### src/sv/ccac_pkg.sv
// ----------------------------------------------------------------------------
// Character cell alpha compositor package
// Shared item types, codes, controller types and divide-by-255 helpers.
// ----------------------------------------------------------------------------
`default_nettype none

package ccac_pkg;

    localparam int DEF_MAX_WIDTH  = 64;
    localparam int DEF_MAX_HEIGHT = 64;
    localparam int ENTRY_W        = 73;

    localparam logic [1:0] OP_CLEAR   = 2'd0;
    localparam logic [1:0] OP_SIMPLE  = 2'd1;
    localparam logic [1:0] OP_COMPLEX = 2'd2;
    localparam logic [1:0] OP_READ    = 2'd3;

    localparam logic [2:0] CFG_LAYER_ALPHA  = 3'd0;
    localparam logic [2:0] CFG_BG_GLYPH     = 3'd1;
    localparam logic [2:0] CFG_BG_COLORS    = 3'd2;
    localparam logic [2:0] CFG_TINT_FORE    = 3'd3;
    localparam logic [2:0] CFG_TINT_BACK    = 3'd4;
    localparam logic [2:0] CFG_FRAME_WIDTH  = 3'd5;
    localparam logic [2:0] CFG_FRAME_HEIGHT = 3'd6;

    localparam logic [7:0]  GLYPH_SPACE  = 8'd32;
    localparam logic [24:0] DIV255_RECIP = 25'd16843010;

    typedef struct packed {
        logic [1:0]         opcode;
        logic signed [15:0] pos_x;
        logic signed [15:0] pos_y;
        logic [7:0]         glyph;
        logic [31:0]        fore_rgba;
        logic [31:0]        back_rgba;
    } in_item_t;

    typedef struct packed {
        logic [7:0]  cell_glyph;
        logic [31:0] cell_fore;
        logic [31:0] cell_back;
    } out_item_t;

    typedef enum logic [2:0] {
        ST_IDLE,
        ST_CLEAR,
        ST_LOOKUP,
        ST_FETCH,
        ST_QSTEP,
        ST_MULSTEP,
        ST_FINISH
    } state_t;

    typedef struct packed {
        logic latch;
        logic sweep_en;
        logic ram_rd;
        logic fetch;
        logic step_q;
        logic step_mul;
        logic finish;
    } cmd_t;

    typedef struct packed {
        logic op_clear;
        logic in_frame;
        logic sweep_last;
    } status_t;

    // Exact floor(x / 255) for x up to 65279.
    function automatic logic [7:0] div255(input logic [15:0] x);
        logic [16:0] t;
        t = {1'b0, x} + 17'd1 + {9'd0, x[15:8]};
        return t[15:8];
    endfunction

endpackage

`default_nettype wire

### src/sv/ccac_ctrl.sv
// ----------------------------------------------------------------------------
// Compositor controller
// Sequences clear sweeps and the lookup, blend and write-back or result steps of an item.
// ----------------------------------------------------------------------------
`default_nettype none

module ccac_ctrl
    import ccac_pkg::*;
(
    input  wire logic    clk,
    input  wire logic    rst_n,
    input  wire logic    start,
    input  wire status_t status,
    output logic         busy,
    output cmd_t         cmd
);

    state_t state_reg;
    state_t state_next;

    always_ff @(posedge clk or negedge rst_n)
    begin
        if (!rst_n)
        begin
            state_reg <= ST_CLEAR;
        end
        else
        begin
            state_reg <= state_next;
        end
    end

    always_comb
    begin
        state_next = state_reg;
        case (state_reg)
            ST_IDLE:
            begin
                if (start)
                begin
                    state_next = ST_LOOKUP;
                end
            end
            ST_CLEAR:
            begin
                if (status.sweep_last)
                begin
                    state_next = ST_IDLE;
                end
            end
            ST_LOOKUP:
            begin
                if (status.op_clear)
                begin
                    state_next = ST_CLEAR;
                end
                else if (status.in_frame)
                begin
                    state_next = ST_FETCH;
                end
                else
                begin
                    state_next = ST_IDLE;
                end
            end
            ST_FETCH:   state_next = ST_QSTEP;
            ST_QSTEP:   state_next = ST_MULSTEP;
            ST_MULSTEP: state_next = ST_FINISH;
            ST_FINISH:  state_next = ST_IDLE;
            default:    state_next = ST_IDLE;
        endcase
    end

    always_comb
    begin
        cmd  = '0;
        busy = 1'b1;
        case (state_reg)
            ST_IDLE:
            begin
                busy      = 1'b0;
                cmd.latch = start;
            end
            ST_CLEAR:   cmd.sweep_en = 1'b1;
            ST_LOOKUP:  cmd.ram_rd   = status.in_frame && !status.op_clear;
            ST_FETCH:   cmd.fetch    = 1'b1;
            ST_QSTEP:   cmd.step_q   = 1'b1;
            ST_MULSTEP: cmd.step_mul = 1'b1;
            ST_FINISH:  cmd.finish   = 1'b1;
            default:    busy         = 1'b1;
        endcase
    end

    a_finish_returns: assert property (@(posedge clk) disable iff (!rst_n)
        state_reg == ST_FINISH |=> state_reg == ST_IDLE)
        else $error("finish step not followed by idle");

    a_sweep_holds: assert property (@(posedge clk) disable iff (!rst_n)
        (state_reg == ST_CLEAR && !status.sweep_last) |=> state_reg == ST_CLEAR)
        else $error("clear sweep left early");

endmodule

`default_nettype wire

### config.mk
export PLATFORM = sky130hd
export DESIGN_NAME = ccac_ctrl
export DESIGN_NICKNAME = d
export VERILOG_FILES = /design/src/sv/ccac_pkg.sv /design/src/sv/ccac_ctrl.sv
export SDC_FILE = /design/constraint.sdc
export NUM_CORES = 1
export LEC_CHECK = 0
export BUFFER_PORTS_ARGS = -buffer_cell sky130_fd_sc_hd__buf_2
export CAP_MARGIN = 20
export CORE_AREA = 8 8 45 47
export CTS_CLUSTER_SIZE = 10
export DETAILED_ROUTE_END_ITERATION = 16
export DIE_AREA = 0 0 53 55
export PLACE_DENSITY = 0.47
export REMOVE_ABC_BUFFERS = 1
export SYNTH_ARGS = -nofsm -noshare
export SYNTH_HDL_FRONTEND = slang
export SYNTH_SLANG_ARGS = --single-unit
### constraint.sdc
create_clock -name clk -period 1.36 [get_ports clk]
set_input_delay 0.068 -clock clk [delete_from_list [all_inputs] [get_ports clk]]
set_output_delay 0.068 -clock clk [all_outputs]
set_load 0.01 [all_outputs]
==> out/qor.tcl, run 1 <==
set qor(fraction_of_final_layout_cells_with_drive_strength_greater_than_1_pct) 73.9
set qor(drt_iter0_drc) 2
set qor(drc_viols) 0
set qor(synthCells) 23
set qor(hold_path_startpoint) {status[0]}
set qor(path_clk_slew_ns) 0.04
set qor(drv_slew) 0
set qor(synthesis.area_per_instance_um2) 9.57
set qor(worstHoldPathType) {input pin to flip-flop}
set qor(fin_crit_ns) 1.43
set qor(rr_startpoint) {state_reg[2]$_DFFE_PN0P_}
set qor(via_per_inst) 4.03
set qor(clock_path_buffers) 2
set qor(power_uw) 835
set qor(leakagePower_nw) 0.235
set qor(r2r.worst_path.cells) 3
set qor(cts-buffers-inserted) 3
set qor(grt_util_all_layers_pct) 5.20
set qor(rsz0062_at_grt) {yes}
set qor(drt_first_pass_iters) 2
set qor(fin_crit_sh_pct) 105
set qor(end_kind) {primary output}
set qor(violations) {setup timing}
set qor(grt_start_max_net_pins) 10
set qor(critical_register_to_register_path_endpoint) {state_reg[1]$_DFFE_PN0P_}
set qor(crit_chain) {or4b_4, inv_2, buf_6}
set qor(grt_antenna_before_repair) 0
set qor(max_fo_critical_path) 6
set qor(finalWeightedCongestion) 0.727
set qor(clock_skew_ns) 0.00106
set qor(largest_register_ffs) 3
set qor(dp_hpwl_um) 494
set qor(detailroute.via_count) 250
set qor(ys_seq_area_share_pct) 34.7
set qor(grt_pass1_vias) 240
set qor(nets) 53
set qor(max-slew-margin-rel_pct) 90.4
set qor(initial_core_util_pct) 15.9
set qor(yosysWarningCount) 0
set qor(die_area_mm2) 0.00292
set qor(worst_hold_path.endpoint) {state_reg[0]$_DFFE_PN1P_}
set qor(timing.max_cap.violations) 0
set qor(critical_path.n_buffers_inverters) 2
set qor(arrival_ns) 1.36
set qor(worst_hold_slack_ns) 0.107
set qor(ir_worst_vdd_v) 0.000370
set qor(cell_family_contributing_the_most_delay_on_the_critical_path) {simple AND/OR/NAND/NOR gates}
set qor(cp.depth) 3
set qor(post-route-worst-setup-slack_ns) -0.0655
set qor(clock_sinks) 3
set qor(yosysUniqueCellTypes) 14
set qor(synth-seq-cells) 3
set qor(mappedNetlistArea_um2) 220
set qor(global_route_wire_length_before_repair_mm) 1.05
set qor(drt-total-wl_um) 718
set qor(number_of_endpoints_with_negative_hold_slack_in_the_final_report) 0
set qor(pwr_density_cell_mw_per_mm2) 2000
set qor(drt.antenna.violating_nets) 0
set qor(highest_clock_rate_ghz) 0.702
set qor(io_buffer_count) 13
set qor(chipHeight_um) 55
set qor(ios) 14
set qor(antenna-diode-count) 0
set qor(worst_setup_path_start_kind) {flip-flop}
set qor(setup-violations-final) 3
set qor(outcome) {finished, violations left}
set qor(cp.required_ns) 1.29
set qor(worst_hold_path.num_cells) 3
set qor(critical_path_class) {flip-flop to primary output}
set qor(final-instance-count-excl-fill) 62
set qor(area_delta_synth_final_pct) 89.8
set qor(insertion_delay_ns) 0.23
set qor(clock_tree.htree_level_count) 1
set qor(critical-path-max-stage-delay_ns) 0.54
set qor(core_mm2) 0.00138
set qor(wire_per_inst_um) 11.6
set qor(cp_slowest_cell) {sky130_fd_sc_hd__or4b_4}
set qor(place_inst) 53
set qor(cts_root_buffer) {sky130_fd_sc_hd__clkbuf_4}
set qor(die_width_um) 53
set qor(cts_tree) {yes}
set qor(worst-slew-pin-transition_ns) 0.144
set qor(num_rows) 14
set qor(grt.overflow.total) 0
set qor(timing.reg2reg.setup_slack_ns) 0.13
[Yosys cell counts]
| library cell | number | area share [%] |
|---|---|---|
| sky130_fd_sc_hd__or4b_1 | 2 | 9.1 |
| sky130_fd_sc_hd__o211ai_2 | 2 | 11 |
| sky130_fd_sc_hd__inv_1 | 4 | 6.8 |
| sky130_fd_sc_hd__or3_2 | 1 | 3.4 |
| sky130_fd_sc_hd__dfrtp_1 | 2 | 23 |
| sky130_fd_sc_hd__or3b_1 | 1 | 4.0 |
| sky130_fd_sc_hd__nand2_1 | 1 | 1.7 |
| sky130_fd_sc_hd__nor3b_1 | 1 | 3.4 |
| sky130_fd_sc_hd__nand3b_1 | 2 | 6.8 |
| sky130_fd_sc_hd__or3b_4 | 1 | 5.1 |
| sky130_fd_sc_hd__dfstp_2 | 1 | 12 |
| sky130_fd_sc_hd__nand2b_1 | 2 | 5.7 |
| sky130_fd_sc_hd__and3b_2 | 1 | 4.5 |
| sky130_fd_sc_hd__nor2_1 | 2 | 3.4 |
[area by class of cell]
class	instances	area [um2]
clock buffers	4	26.3
fillers	171	966
well taps	16	20.0
flip-flops and latches	3	78.8
repair buffers	19	131
inverters	4	15.0
multi-input cells	16	146
[per-layer routing]
metal | vias to the layer above | global-route usage, % | wire [um]
met1 | 118 | 4.58 | 242
met3 | 0 | 2.14 | 45
li1 | 125 | - | -
met4 | 0 | 6.47 | 0
met2 | 7 | 8.20 | 430
met5 | - | 0 | 0
[power breakdown]
part	internal, mW	switching [mW]	total (mW)
sequential	0.140	0.0598	0.199
clock	0.110	0.0475	0.158
combinational	0.296	0.182	0.478
[how the worst max path moves through the flow]
stage	from	endpoint	slack, ns
finish	state_reg[1]$_DFFE_PN0P_	cmd[6]	-0.07
global placement	state_reg[1]$_DFFE_PN0P_	cmd[6]	0.12
CTS	state_reg[1]$_DFFE_PN0P_	cmd[6]	-0.07
floorplan	state_reg[0]$_DFFE_PN1P_	state_reg[0]$_DFFE_PN1P_	0.21
detailed placement	state_reg[1]$_DFFE_PN0P_	cmd[6]	0.11
global route	state_reg[1]$_DFFE_PN0P_	cmd[6]	-0.11
[cells by family (layout without fill, tap and decap cells)]
| family | Yosys count | in the layout | share of synthesized area (%) |
|---|---|---|---|
| AND/OR/NAND/NOR | 14 | 14 | 47.2 |
| buffers and inverters | 4 | 27 | 6.82 |
| flip-flops | 3 | 3 | 34.7 |
| AO/OA/AOI/OAI | 2 | 2 | 11.4 |
[cells in the final DEF (no fill, tap or decap), drive strengths merged]
cell,instances
and3b,1
buf,18
clkbuf,4
dfrtp,2
dfstp,1
dlygate4sd3,1
inv,4
nand2,1
nand2b,2
nand3b,2
nor2,2
nor3b,1
o211ai,2
or3,1
or3b,2
or4b,2
[through the flow]
stage               utilization, %  setup slack [ns]  area, um2  TNS [ns]
global placement              22.6             0.120        313         0
detailed placement            22.6             0.113        313         0
floorplan                        -             0.206        220         0
CTS                           27.7           -0.0734        383   -0.0856
finish                        30.2           -0.0655        418   -0.0841
global route                  30.2            -0.106        418    -0.287
[worst min-delay path: cells and delay by family]
kind / cells / cell delay, ns
compound gates: 1 / 0.08
simple gates: 1 / 0.11
buf+inv: 1 / 0.07
[what timing repair did]
item / in CTS / in global routing
endpoints found under the hold margin: 3 / 0
pin swaps: 1 / 1
setup endpoints to repair: 4 / 4
buffers inserted: 3 / 1
hold buffers: 1 / 0
resized for setup: 4 / 7
Power figures use the tool's default switching activity.
==> run 2, diff against run 1 <==
--- a/config.mk
+++ b/config.mk
@@ -5,7 +5,7 @@
 export SDC_FILE = /design/constraint.sdc
 export NUM_CORES = 1
 export LEC_CHECK = 0
-export BUFFER_PORTS_ARGS = -buffer_cell sky130_fd_sc_hd__buf_2
+export BUFFER_PORTS_ARGS = -buffer_cell sky130_fd_sc_hd__buf_4
 export CAP_MARGIN = 20
 export CORE_AREA = 8 8 45 47
 export CTS_CLUSTER_SIZE = 10
==> run 2 against run 1 <==
The run still ends with setup timing left. Largest power group unchanged. Via count up 3.6%. Final area increased by 4.5%. Highest routed layer unchanged. Register-to-register slack lost 0.03 ns. Non-clock buffer count is the same. Critical path type unchanged. Largest cell class is now non-clock buffers. Combinational power fell by 1%. Sequential share of layout area shrank 0.81 points. Cell count is the same. Sequential cell count stayed put. Sequential power about the same. First-iteration DRC count shrank 50%.
==> out/qor.tcl, run 2 (synthesis results as in run 1) <==
set qor(drc_viols) 0
set qor(p_sw_share_pct) 34.7
set qor(cts_tree) {yes}
set qor(outcome) {finished, violations left}
set qor(nets) 53
set qor(grt_start_max_net_pins) 10
set qor(fraction_of_final_layout_cells_with_drive_strength_greater_than_1_pct) 69.6
set qor(ir_worst_vdd_v) 0.000409
set qor(core_mm2) 0.00138
set qor(die_area_mm2) 0.00292
set qor(power.share.combinational_pct) 57.0
set qor(critical_path_class) {flip-flop to primary output}
set qor(area_delta_synth_final_pct) 98.3
set qor(rr_startpoint) {state_reg[1]$_DFFE_PN0P_}
set qor(cp.required_ns) 1.29
set qor(place_inst) 52
set qor(die_width_um) 53
set qor(final_cell_mix) {sky130_fd_sc_hd__buf_4 (15), sky130_fd_sc_hd__inv_1 (3), sky130_fd_sc_hd__clkbuf_4 (3), sky130_fd_sc_hd__buf_6 (3)}
set qor(post-route-worst-setup-slack_ns) -0.0539
set qor(pwr_density_cell_mw_per_mm2) 1900
set qor(clock_path_buffers) 2
set qor(drt_first_pass_iters) 2
set qor(worst_hold_slack_ns) 0.107
set qor(path_clk_slew_ns) 0.04
set qor(mostFrequentLayoutCell) {sky130_fd_sc_hd__buf_4}
set qor(worst_hold_path.num_cells) 3
set qor(clock_tree.htree_level_count) 1
set qor(p_sw_uw) 288
set qor(cts-buffers-inserted) 3
set qor(grt_util_all_layers_pct) 5.58
set qor(antenna-diode-count) 0
set qor(arrival_ns) 1.35
set qor(post-route-util_pct) 31.6
set qor(dp_hpwl_um) 503
set qor(violations) {setup timing}
set qor(r2r.worst_path.cells) 3
set qor(max-slew-margin-rel_pct) 88.2
set qor(clock_skew_ns) 0.00223
set qor(wire_per_inst_um) 11.4
set qor(drt-total-wl_um) 705
set qor(fin_crit_sh_pct) 104
set qor(detailroute.via_count) 259
set qor(insertion_delay_ns) 0.24
set qor(share_clk_of_total_power_pct) 19.4
set qor(worst_hold_path.endpoint) {state_reg[0]$_DFFE_PN1P_}
set qor(via_per_inst) 4.18
set qor(timing.reg2reg.setup_slack_ns) 0.10
set qor(grt_antenna_before_repair) 0
set qor(chipHeight_um) 55
set qor(clock_sinks) 3
set qor(global_route_wire_length_before_repair_mm) 1.17
set qor(worstHoldPathType) {input pin to flip-flop}
set qor(leakagePower_nw) 0.234
set qor(rsz0062_at_grt) {yes}
set qor(drt_iter0_drc) 1
set qor(place_ws_ns) 0.0928
set qor(end_kind) {primary output}
set qor(fin_crit_ns) 1.41
set qor(ios) 14
set qor(worst-slew-pin-transition_ns) 0.177
set qor(num_rows) 14
set qor(final-instance-count-excl-fill) 62
set qor(placed_area_um2) 338
set qor(finalWeightedCongestion) 0.670
set qor(setup-violations-final) 1
set qor(drt.antenna.violating_nets) 0
set qor(worst_setup_path_start_kind) {flip-flop}
set qor(power_uw) 830
set qor(hold_path_startpoint) {status[0]}
set qor(grt.overflow.total) 0
set qor(intPower_uw) 542
set qor(largest_register_ffs) 3
set qor(fin_area_um2) 437
set qor(pwr-share-seq_pct) 23.6
set qor(grt_pass1_vias) 287
set qor(initial_core_util_pct) 15.9
set qor(highest_clock_rate_ghz) 0.707
set qor(drv_slew) 0
set qor(cts_root_buffer) {sky130_fd_sc_hd__clkbuf_4}
set qor(io_buffer_count) 13
set qor(number_of_endpoints_with_negative_hold_slack_in_the_final_report) 0
set qor(timing.max_cap.violations) 0
set qor(max_fo_critical_path) 6
set qor(critical_register_to_register_path_endpoint) {state_reg[0]$_DFFE_PN1P_}
set qor(tns_ns) -0.0539
-- run 2: power by group through the flow --
stage / Sequential (mW) / Clock (mW) / Combinational (mW)
3_5_place_dp: 0.203 / 0 / 0.333
5_1_grt: 0.206 / 0.172 / 0.511
6_report: 0.196 / 0.161 / 0.473
4_1_cts: 0.195 / 0.166 / 0.466
2_1_floorplan: 0.183 / 0 / 0.197
3_3_place_gp: 0.200 / 0 / 0.336
-- run 2: worst max-delay path by stage --
stage	from	end	slack [ns]	cells after the start
floorplan	state_reg[0]$_DFFE_PN1P_	state_reg[0]$_DFFE_PN1P_	0.21	2
global placement	state_reg[1]$_DFFE_PN0P_	cmd[6]	0.10	3
detailed placement	state_reg[1]$_DFFE_PN0P_	cmd[6]	0.09	3
CTS	state_reg[1]$_DFFE_PN0P_	cmd[6]	-0.06	3
global route	state_reg[1]$_DFFE_PN0P_	cmd[6]	-0.09	3
finish	state_reg[1]$_DFFE_PN0P_	cmd[6]	-0.05	3
-- run 2: layout make-up --
type                    count  area [um2]
clock buffers               4        26.3
fillers                   152         947
inverters                   4        15.0
multi-input cells          16         140
flip-flops and latches      3        78.8
well taps                  16        20.0
repair buffers             19         156
-- run 2: repair_timing --
item / 4_1_cts / 5_1_grt
resized for setup: 6 / 3
pin swaps: 2 / 1
setup buffers: 5 / 0
endpoints found under the hold margin: 3 / 0
setup endpoints to repair: 4 / 4
hold buffers: 1 / 0
-- run 2: critical path, stage by stage (launching register included) --
cell,delay (ns)
sky130_fd_sc_hd__dfrtp_2,0.42
sky130_fd_sc_hd__or4b_4,0.53
sky130_fd_sc_hd__inv_2,0.07
sky130_fd_sc_hd__buf_6,0.09
-- run 2: metal layers --
| layer | global-route usage (%) | vias to the layer above | wire (um) |
|---|---|---|---|
| met5 | 0 | - | 0 |
| met2 | 9.77 | 9 | 392 |
| met4 | 6.47 | 0 | 0 |
| li1 | - | 126 | - |
| met3 | 1.87 | 0 | 63 |
| met1 | 4.58 | 124 | 249 |
